[config.mk]
export PLATFORM = sky130hd
export DESIGN_NAME = ihsf_bucket
export DESIGN_NICKNAME = d
export VERILOG_FILES = /design/src/sv/ihsf_pkg.sv /design/src/sv/ihsf_bucket.sv
export SDC_FILE = /design/constraint.sdc
export NUM_CORES = 1
export LEC_CHECK = 0
export ABC_AREA = 1
export BUFFER_PORTS_ARGS = -buffer_cell sky130_fd_sc_hd__buf_2
export CELL_PAD_IN_SITES_DETAIL_PLACEMENT = 0
export CELL_PAD_IN_SITES_GLOBAL_PLACEMENT = 1
export CORE_MARGIN = 3
export CORE_UTILIZATION = 19
export CTS_CLUSTER_DIAMETER = 100
export DETAILED_ROUTE_END_ITERATION = 8
export HOLD_SLACK_MARGIN = 0.12
export PLACE_DENSITY = 0.75
export SETUP_SLACK_MARGIN = 0.5
export SYNTH_ARGS = -nofsm -noshare
export SYNTH_HDL_FRONTEND = slang
export SYNTH_SLANG_ARGS = --single-unit
[constraint.sdc]
create_clock -name clock -period 0.8 [get_ports clock]
set_clock_uncertainty 0.1 [all_clocks]
set_input_delay 0.04 -clock clock [delete_from_list [all_inputs] [get_ports clock]]
set_output_delay 0.04 -clock clock [all_outputs]
set_load 0.01 [all_outputs]
[src/sv/ihsf_pkg.sv]
// Shared types and constants of the IPv4 hash set filter.
package ihsf_pkg;

   localparam int ADDR_W = 32;

   localparam logic FUNC_LOOKUP = 1'b0;
   localparam logic FUNC_INSERT = 1'b1;

   localparam logic STATUS_OK   = 1'b0;
   localparam logic STATUS_FULL = 1'b1;

   typedef enum logic [3:0] {
      ST_CLEAR = 4'b0001,
      ST_IDLE  = 4'b0010,
      ST_HASH  = 4'b0100,
      ST_EVAL  = 4'b1000
   } state_type;

endpackage

[src/sv/ihsf_bucket.sv]
// Bucket index unit: address modulo the bucket count.
module ihsf_bucket #(
   parameter int BUCKETS = 1024,
   parameter int BW      = 10
) (
   input  logic                         clock,
   input  logic                         reset,
   input  logic                         start,
   input  logic [ihsf_pkg::ADDR_W-1:0]  address,
   output logic                         done,
   output logic [BW-1:0]                index
);
   import ihsf_pkg::*;

   localparam bit IS_POW2 = (BUCKETS & (BUCKETS - 1)) == 0;

   generate
      if (IS_POW2) begin : g_mask
         logic [BW-1:0] idx_ff;
         logic          done_ff;

         always_ff @(posedge clock) begin
            if (reset) begin
               done_ff <= 1'b0;
            end else begin
               done_ff <= start;
            end
            if (start) begin
               idx_ff <= address[BW-1:0] & BW'(BUCKETS - 1);
            end
         end

         assign done  = done_ff;
         assign index = idx_ff;
      end else begin : g_recip
         localparam int SH = $clog2(BUCKETS);
         localparam logic [63:0] M_FULL =
            ((64'd1 << (ADDR_W + SH)) / 64'(BUCKETS)) + 64'd1;
         localparam logic [ADDR_W-1:0] M_LO = M_FULL[ADDR_W-1:0];
         localparam logic              M_HI = M_FULL[ADDR_W];

         logic [ADDR_W-1:0]   addr_ff;
         logic [2*ADDR_W:0]   prod_ff, prod_in;
         logic [ADDR_W-1:0]   quot;
         logic [BW-1:0]       rem_ff, rem_in;
         logic                stage_ff, done_ff;

         always_comb begin
            prod_in = {1'b0, (2*ADDR_W)'(address) * (2*ADDR_W)'(M_LO)};
            if (M_HI) begin
               prod_in = prod_in + {1'b0, address, ADDR_W'(0)};
            end
            quot   = ADDR_W'(prod_ff >> (ADDR_W + SH));
            rem_in = BW'(addr_ff - quot * ADDR_W'(BUCKETS));
         end

         always_ff @(posedge clock) begin
            if (reset) begin
               stage_ff <= 1'b0;
               done_ff  <= 1'b0;
            end else begin
               stage_ff <= start;
               done_ff  <= stage_ff;
            end
            if (start) begin
               addr_ff <= address;
               prod_ff <= prod_in;
            end
            if (stage_ff) begin
               rem_ff <= rem_in;
            end
         end

         assign done  = done_ff;
         assign index = rem_ff;
      end
   endgenerate
endmodule

# Word-level counts from Yosys, hierarchy flattened
# Index checks and enable logic that the tools add are counted.
[totals]
elab_cells = 2
in_bits = 35
ff_bits = 11
output_inout_bits = 11

# Longest topological paths before layout
# Gate-level depths: netlist of the first run.
[depth]
depth_word = 0
mapped_depth = 2

# Worst setup path before layout of the first run
# No wires, ideal clock.
[synth_path]
kind = "register to output"
from = "register g_mask.idx_ff[0] (netlist: index[0])"
to = "output index[0]"
stages_incl_launch_ff = 1
setup_slack_ns = 0.266
arrival_ns = 0.394
path_buffers = 0
t_required_ns = 0.660
path_cell_list = "edfxtp_1"
[synth_rtl]
columns = ["element", "line", "rtl"]
rows = [
  ["start: declaration", "ihsf_bucket.sv:19", "logic [BW-1:0] idx_ff;"],
  ["start signal: assignment", "ihsf_bucket.sv:29", "idx_ff <= address[BW-1:0] & BW'(BUCKETS - 1);"],
  ["end: declaration", "ihsf_bucket.sv:11", "output logic [BW-1:0] index"],
]
# No word-level cell between the ends.

# Worst setup path after layout of the first run
[layout_path]
from = "register g_mask.idx_ff[9] (netlist: index[9])"
to = "output index[9]"
# No word-level cell between the ends.

==> results of run 1 <==
-- routing by layer --
layer  track usage  vias to the layer above  routed length (um)  part of all wire
met5             0                        -                   0                 0
met4        0.0645                        0                   0                 0
met3        0.0226                        0                 121              0.16
met2        0.0765                       24                 236              0.31
met1         0.133                       91                 413              0.53
li1              -                      102                   -                 -
-- cell usage after synthesis --
| library cell | count | share of area |
|---|---|---|
| inv_1 | 1 | 0.011 |
| dfxtp_1 | 1 | 0.061 |
| edfxtp_1 | 10 | 0.91 |
| nor2_2 | 1 | 0.019 |
-- kinds of logic (layout without fill, tap and decap cells) --
group | after synthesis | after routing | synth area share
flops | 11 | 11 | 0.970
simple gates | 1 | 1 | 0.0190
buf+inv | 1 | 28 | 0.0114
-- cell type report --
class	count	area share
Clock buffer	4	0.0513
Multi-Input combinational cell	1	0.0122
Inverter	1	0.0122
Sequential cell	11	0.628
Tap cell	16	0.0391
Timing Repair Buffer	23	0.257
-- power groups by stage --
stage          clock, mW  sequential, mW  combinational (mW)
3_5_place_dp           0           0.700               0.113
6_report           0.367           0.686               0.120
4_1_cts            0.391           0.688               0.120
5_1_grt            0.404           0.692               0.129
2_1_floorplan          0           0.724             0.00375
3_3_place_gp           0           0.699               0.110
-- state kept, by name, indices dropped and copies added (netlist names) --
signal / cells
index: 10
done: 1
-- metrics by stage --
step / TNS [ns] / cell area (sq um)
floorplan: 0 / 334
global placement: 0 / 469
detailed placement: 0 / 469
CTS: -1.37 / 508
global route: -1.61 / 512
finish: -1.14 / 512
-- worst max-delay path by stage --
stage	from	end	slack, ns	cells after the start
after floorplan	index[0]$_DFFE_PP_	index[0]	0.27	0
after global placement	start	index[7]$_DFFE_PP_	0.1	1
after detailed placement	start	index[7]$_DFFE_PP_	0.07	1
after CTS	index[9]$_DFFE_PP_	index[9]	-0.16	1
after global routing	index[9]$_DFFE_PP_	index[9]	-0.18	1
final	index[9]$_DFFE_PP_	index[9]	-0.14	1
-- what timing repair did --
item,4_1_cts,5_1_grt
pin swaps,0,0
setup buffers,0,0
resized for setup,3,1
hold endpoints to repair,21,21
setup endpoints to repair,21,21
==> impl_metrics.toml, run 1 <==
[status]
status = "finished, violations left"
violations = "hold timing, setup timing"

[global_route]
grt_pass1_vias = 234
track_usage = 0.0801
grt_antenna_before_repair = 0
grt_max_degree = 12
overflow = 0
grt_pass1_wl_um = 1100

[floorplanning]
initial_core_util = 0.210
die_w_um = 47.7
die_area_sq_um = 2270
rows = 14
core-area_sq_um = 1580
io_pins = 46
die_y_um = 47.7

[power_and_ir_drop]
internal-power_mw = 0.926
p_total_mw = 1.17
p_clk_frac = 0.313
powerDensity_nw_per_um2 = 2290
p_comb_frac = 0.102
ir_worst_vdd_mv = 0.647
leakagePower_nw = 0.224
p_sw_frac = 0.211
power.switching_mw = 0.247
share_seq_of_total_power = 0.585

[job]
max_cap_viol_count = 0

[final_layout]
synthToLayoutAreaGrowth_pct = 54.9
drive_gt1_frac = 0.725
final_cell_mix = "buf_2, edfxtp_1, clkbuf_4"
regArea_sq_um = 322
num_antenna_cells = 0
fin_cells = 56
layout_commonest_cell = "buf_2"
fillers = 168
fin_util = 0.325
nets = 76
multi_input_area_sq_um = 6.26

[critical_path]
crit_buf_inv = 1
critPathTopFamily = "flip-flops"
crit_fanout = 1
crit_type = "flip-flop to output port"
slowest_stage = "edfxtp_1"
max_stage_delay_ns = 0.38
cp.arrival_ns = 0.80
worstPathRequired_ns = 0.66
cp_cell_sequence = "buf_2"
end_kind = "output port"
crit_path_start_kind = "flip-flop"

[sta]
rsz0062_at_grt = "yes"
post-route-period-util = 1.17
min_period_ns = 0.937
relSlewSlack = 0.935
timing.hold.ws_ns = -0.179
worstMarginPinSlew_ns = 0.0971
max_freq_mhz = 1070
finalWorstSetupSlack_ns = -0.137
slew_viol_final = 0
hold_viol = 21
finalSetupViolations = 11

[yosys]
yosysUniqueCellTypes = 4
synth_fp_nets = 48
yosysWarnings = 0
netlist_area_sq_um = 330
synth.avg_cell_area_sq_um = 25.4
synth_seq_cells = 11
netlist_instances = 13
ys_seq_area_frac = 0.970

[clock_tree]
cts_max_path_buffers = 2
cts_tree = "yes"
cts_inserted_buffers = 3
cts.clk_slew.worst_paths_ns = 0.07
cts-root-buf = "clkbuf_4"
htree_levels = 1
clock-sinks = 11

[drt]
dr.first_iter.drc_count = 1
detail_route.wl_per_cell_um = 13.8
drc = 0
vias = 217
via_per_inst = 3.88
drtPass1Iterations = 3
antenna_left = 0
drt_wl_total_um = 772

[placement]
place_congestion = 0.730
portBuffers = 23
dp_cells = 52
pre_cts_ws_ns = 0.0656

[hold_path]
min_to = "done$_SDFF_PP0_"
hold_path_class = "input pin to flip-flop"
hold_start = "reset"
min_path_cells = 2
Power figures use the tool's default switching activity.
==> inputs of run 2 (changes only) <==
--- a/config.mk
+++ b/config.mk
@@ -15,7 +15,9 @@
 export DETAILED_ROUTE_END_ITERATION = 8
 export HOLD_SLACK_MARGIN = 0.12
 export PLACE_DENSITY = 0.75
-export SETUP_SLACK_MARGIN = 0.5
+export SETUP_SLACK_MARGIN = 0.2
+export SKIP_CTS_REPAIR_TIMING = 1
+export SLEW_MARGIN = 40
 export SYNTH_ARGS = -nofsm -noshare
 export SYNTH_HDL_FRONTEND = slang
 export SYNTH_SLANG_ARGS = --single-unit
==> run 2 against run 1 <==
Net effect: the run still ends with hold timing, setup timing left; cell area fell by 3.9%; critical endpoint is now index[3]; critical path type unchanged; critical path depth unchanged; via count grew 0.92%; clock power fell by 1%; sequential power about the same; count of clock-buffer cells in the layout stayed put.
==> impl_metrics.toml, run 2 (same netlist as run 1, synthesis figures left out) <==
[status]
status = "finished, violations left"
violations = "hold timing, setup timing"

[drt]
drc = 0
antenna_left = 0
dr.first_iter.drc_count = 0
drt_wl_total_um = 721
wl_met2_um = 203
detail_route.wl_per_cell_um = 12.9
drtPass1Iterations = 1
wl_met1_um = 362
met3_length_um = 155
routed.top_layer = "met3"
via_per_inst = 3.91
vias = 219

[clock_tree]
cts_max_path_buffers = 2
clock-sinks = 11
htree_levels = 1
cts.clk_slew.worst_paths_ns = 0.06
cts-root-buf = "clkbuf_4"
cts_tree = "yes"
cts_inserted_buffers = 3

[critical_path]
crit_fanout = 1
max_stage_delay_ns = 0.38
crit_type = "flip-flop to output port"
end_kind = "output port"
worstPathRequired_ns = 0.66
critPathTopFamily = "flip-flops"
crit_path_start = "index[3]$_DFFE_PP_"
crit_path_start_kind = "flip-flop"
slowest_stage = "edfxtp_1"
crit_buf_inv = 1
cp_cell_sequence = "buf_2"
cp.arrival_ns = 0.80

[final_layout]
fin_util = 0.312
largest_reg_flops = 10
num_antenna_cells = 0
nets = 76
layout_commonest_cell = "buf_2"
drive_gt1_frac = 0.675
final_cell_mix = "buf_2, edfxtp_1, clkbuf_4"
synthToLayoutAreaGrowth_pct = 48.9
fin_cells = 56

[sta]
worstMarginPinSlew_ns = 0.231
min_period_ns = 0.936
max_freq_mhz = 1070
finalWorstSetupSlack_ns = -0.136
post-route-period-util = 1.17
fin_tns_setup_ns = -1.09
timing.hold.ws_ns = -0.158
slew_viol_final = 0
hold_viol = 11
rsz0062_at_grt = "yes"
finalSetupViolations = 11
relSlewSlack = 0.846

[hold_path]
min_path_cells = 2
min_to = "done$_SDFF_PP0_"
hold_path_class = "input pin to flip-flop"
hold_start = "reset"

[global_route]
overflow = 0
grt_pass1_vias = 233
track_usage = 0.0770
grt_max_degree = 12
grt_antenna_before_repair = 0
grt_pass1_wl_um = 1100

[floorplanning]
die_y_um = 47.7
die_area_sq_um = 2270
initial_core_util = 0.210
core-area_sq_um = 1580
io_pins = 46
rows = 14
die_w_um = 47.7

[power_and_ir_drop]
leakagePower_nw = 0.220
ir_worst_vdd_mv = 0.893
p_total_mw = 1.16
powerDensity_nw_per_um2 = 2350

[placement]
place_congestion = 0.703
portBuffers = 23
dp_cells = 52

[job]
max_cap_viol_count = 0
run 2: power by group:
group / internal (mW) / total (mW) / switching (mW)
sequential: 0.675 / 0.685 / 0.00995
clock: 0.192 / 0.363 / 0.171
combinational: 0.0493 / 0.109 / 0.0601
total: 0.916 / 1.16 / 0.241
run 2: routing by layer:
| layer | track usage | up-vias |
|---|---|---|
| li1 | - | 103 |
| met1 | 0.121 | 92 |
| met2 | 0.0712 | 24 |
| met3 | 0.0338 | 0 |
| met4 | 0.0645 | 0 |
| met5 | 0 | - |
run 2: how the worst max path moves through the flow:
stage                     slack (ns)  cells past startpoint            endpoint
after floorplan                 0.27                      0            index[0]
after global placement          0.12                      1  index[0]$_DFFE_PP_
after detailed placement         0.1                      1  index[0]$_DFFE_PP_
after CTS                      -0.15                      1            index[3]
after global routing           -0.17                      1            index[3]
final                          -0.14                      1            index[3]
run 2: through the flow:
stage	hold slack, ns	area [sq um]	setup WS (ns)
detailed placement	0.112	465	0.0965
floorplan	0.00687	330	0.266
global route	-0.171	492	-0.168
finish	-0.158	492	-0.136
CTS	-0.170	492	-0.153
global placement	0.112	465	0.122
run 2: cell type report:
| class | instances | area, sq um |
|---|---|---|
| sequential | 11 | 320 |
| tap | 16 | 20.0 |
| clock buffer | 4 | 26.3 |
| fill | 169 | 1080 |
| timing repair buffer | 23 | 115 |
| multi-input combinational | 1 | 6.26 |
| inverter | 1 | 3.75 |
==> inputs of run 3 (changes only) <==
--- a/config.mk
+++ b/config.mk
@@ -6,7 +6,7 @@
 export NUM_CORES = 1
 export LEC_CHECK = 0
 export ABC_AREA = 1
-export BUFFER_PORTS_ARGS = -buffer_cell sky130_fd_sc_hd__buf_2
+export BUFFER_PORTS_ARGS = -buffer_cell sky130_fd_sc_hd__buf_4
 export CELL_PAD_IN_SITES_DETAIL_PLACEMENT = 0
 export CELL_PAD_IN_SITES_GLOBAL_PLACEMENT = 1
 export CORE_MARGIN = 3
==> run 3 against run 2 <==
Net effect: the flow still finishes with violations (hold timing, setup timing); cell area is 18% higher; die area stayed put; hold slack worse by 0.019 ns; flip-flop and latch count stayed put; core utilization is 5.6 points higher; sequential power is 1% higher; non-clock buffer count stayed put; highest routed layer unchanged.
==> impl_metrics.toml, run 3 (same netlist as run 1, synthesis figures left out) <==
[final_layout]
fin_cells = 56
drive_gt1_frac = 0.700
nets = 76
final_cell_mix = "buf_4, edfxtp_1, buf_6"
synthToLayoutAreaGrowth_pct = 75.8
layout_commonest_cell = "buf_4"
num_antenna_cells = 0
largest_reg_flops = 10

[floorplanning]
core-area_sq_um = 1580
rows = 14
io_pins = 46
die_y_um = 47.7
die_area_sq_um = 2270
initial_core_util = 0.210
die_w_um = 47.7

[clock_tree]
clock-sinks = 11
cts_tree = "yes"
cts-root-buf = "clkbuf_4"
cts_max_path_buffers = 2
cts.clk_slew.worst_paths_ns = 0.06
cts_inserted_buffers = 3
htree_levels = 1

[drt]
antenna_left = 0
drc = 0
drtPass1Iterations = 3
dr.first_iter.drc_count = 2
detail_route.wl_per_cell_um = 12.7
drt_wl_total_um = 711
vias = 203
via_per_inst = 3.63

[job]
max_cap_viol_count = 0

[power_and_ir_drop]
p_total_mw = 1.21
powerDensity_nw_per_um2 = 2090
leakagePower_nw = 0.249
ir_worst_vdd_mv = 0.929

[status]
status = "finished, violations left"
violations = "hold timing, setup timing"

[sta]
hold_viol = 21
timing.hold.ws_ns = -0.177
worstMarginPinSlew_ns = 0.134
min_period_ns = 0.931
slew_viol_final = 0
max_freq_mhz = 1070
post-route-period-util = 1.16
relSlewSlack = 0.911
finalSetupViolations = 11
rsz0062_at_grt = "yes"
finalWorstSetupSlack_ns = -0.131

[hold_path]
hold_start = "reset"
hold_path_class = "input pin to flip-flop"

[global_route]
grt_antenna_before_repair = 0
track_usage = 0.0694
grt_max_degree = 12
overflow = 0
grt_pass1_wl_um = 952
grt_pass1_vias = 193

[placement]
pre_cts_ws_ns = 0.142
place_congestion = 0.699
portBuffers = 23
dp_cells = 52

[critical_path]
cp_cell_sequence = "buf_6"
crit_type = "flip-flop to output port"
crit_buf_inv = 1
crit_path_start_kind = "flip-flop"
crit_path_start = "index[0]$_DFFE_PP_"
max_stage_delay_ns = 0.40
critPathTopFamily = "flip-flops"
worstPathRequired_ns = 0.66
slowest_stage = "edfxtp_1"
end_kind = "output port"
cp.arrival_ns = 0.79
crit_fanout = 1
-- run 3: cell type report --
class                           instances  area (sq um)
Fill cell                             159           996
Sequential cell                        11           322
Timing Repair Buffer                   23           203
Clock buffer                            4          26.3
Tap cell                               16          20.0
Multi-Input combinational cell          1          6.26
Inverter                                1          3.75
-- run 3: final timing paths --
path                          end  depth (start not counted)
setup / recovery         index[0]                          1
hold / removal    done$_SDFF_PP0_                          2
-- run 3: per-layer routing --
layer  part of all wire  up-vias  GRT usage
met5                  0        -          0
met4                  0        0     0.0645
met3               0.21        0     0.0414
met2               0.31       24     0.0660
met1               0.48       78     0.0986
li1                   -      101          -
-- run 3: metrics by stage --
step	TNS (ns)	instance area (sq um)	utilization
global route	-1.59	581	0.368
detailed placement	0	523	0.332
floorplan	0	330	-
global placement	0	523	0.332
finish	-1.19	581	0.368
CTS	-1.39	549	0.348
-- run 3: where the power goes --
group | internal (mW) | switching (mW)
logic | 0.105 | 0.0569
clock network | 0.193 | 0.165
registers | 0.676 | 0.0183
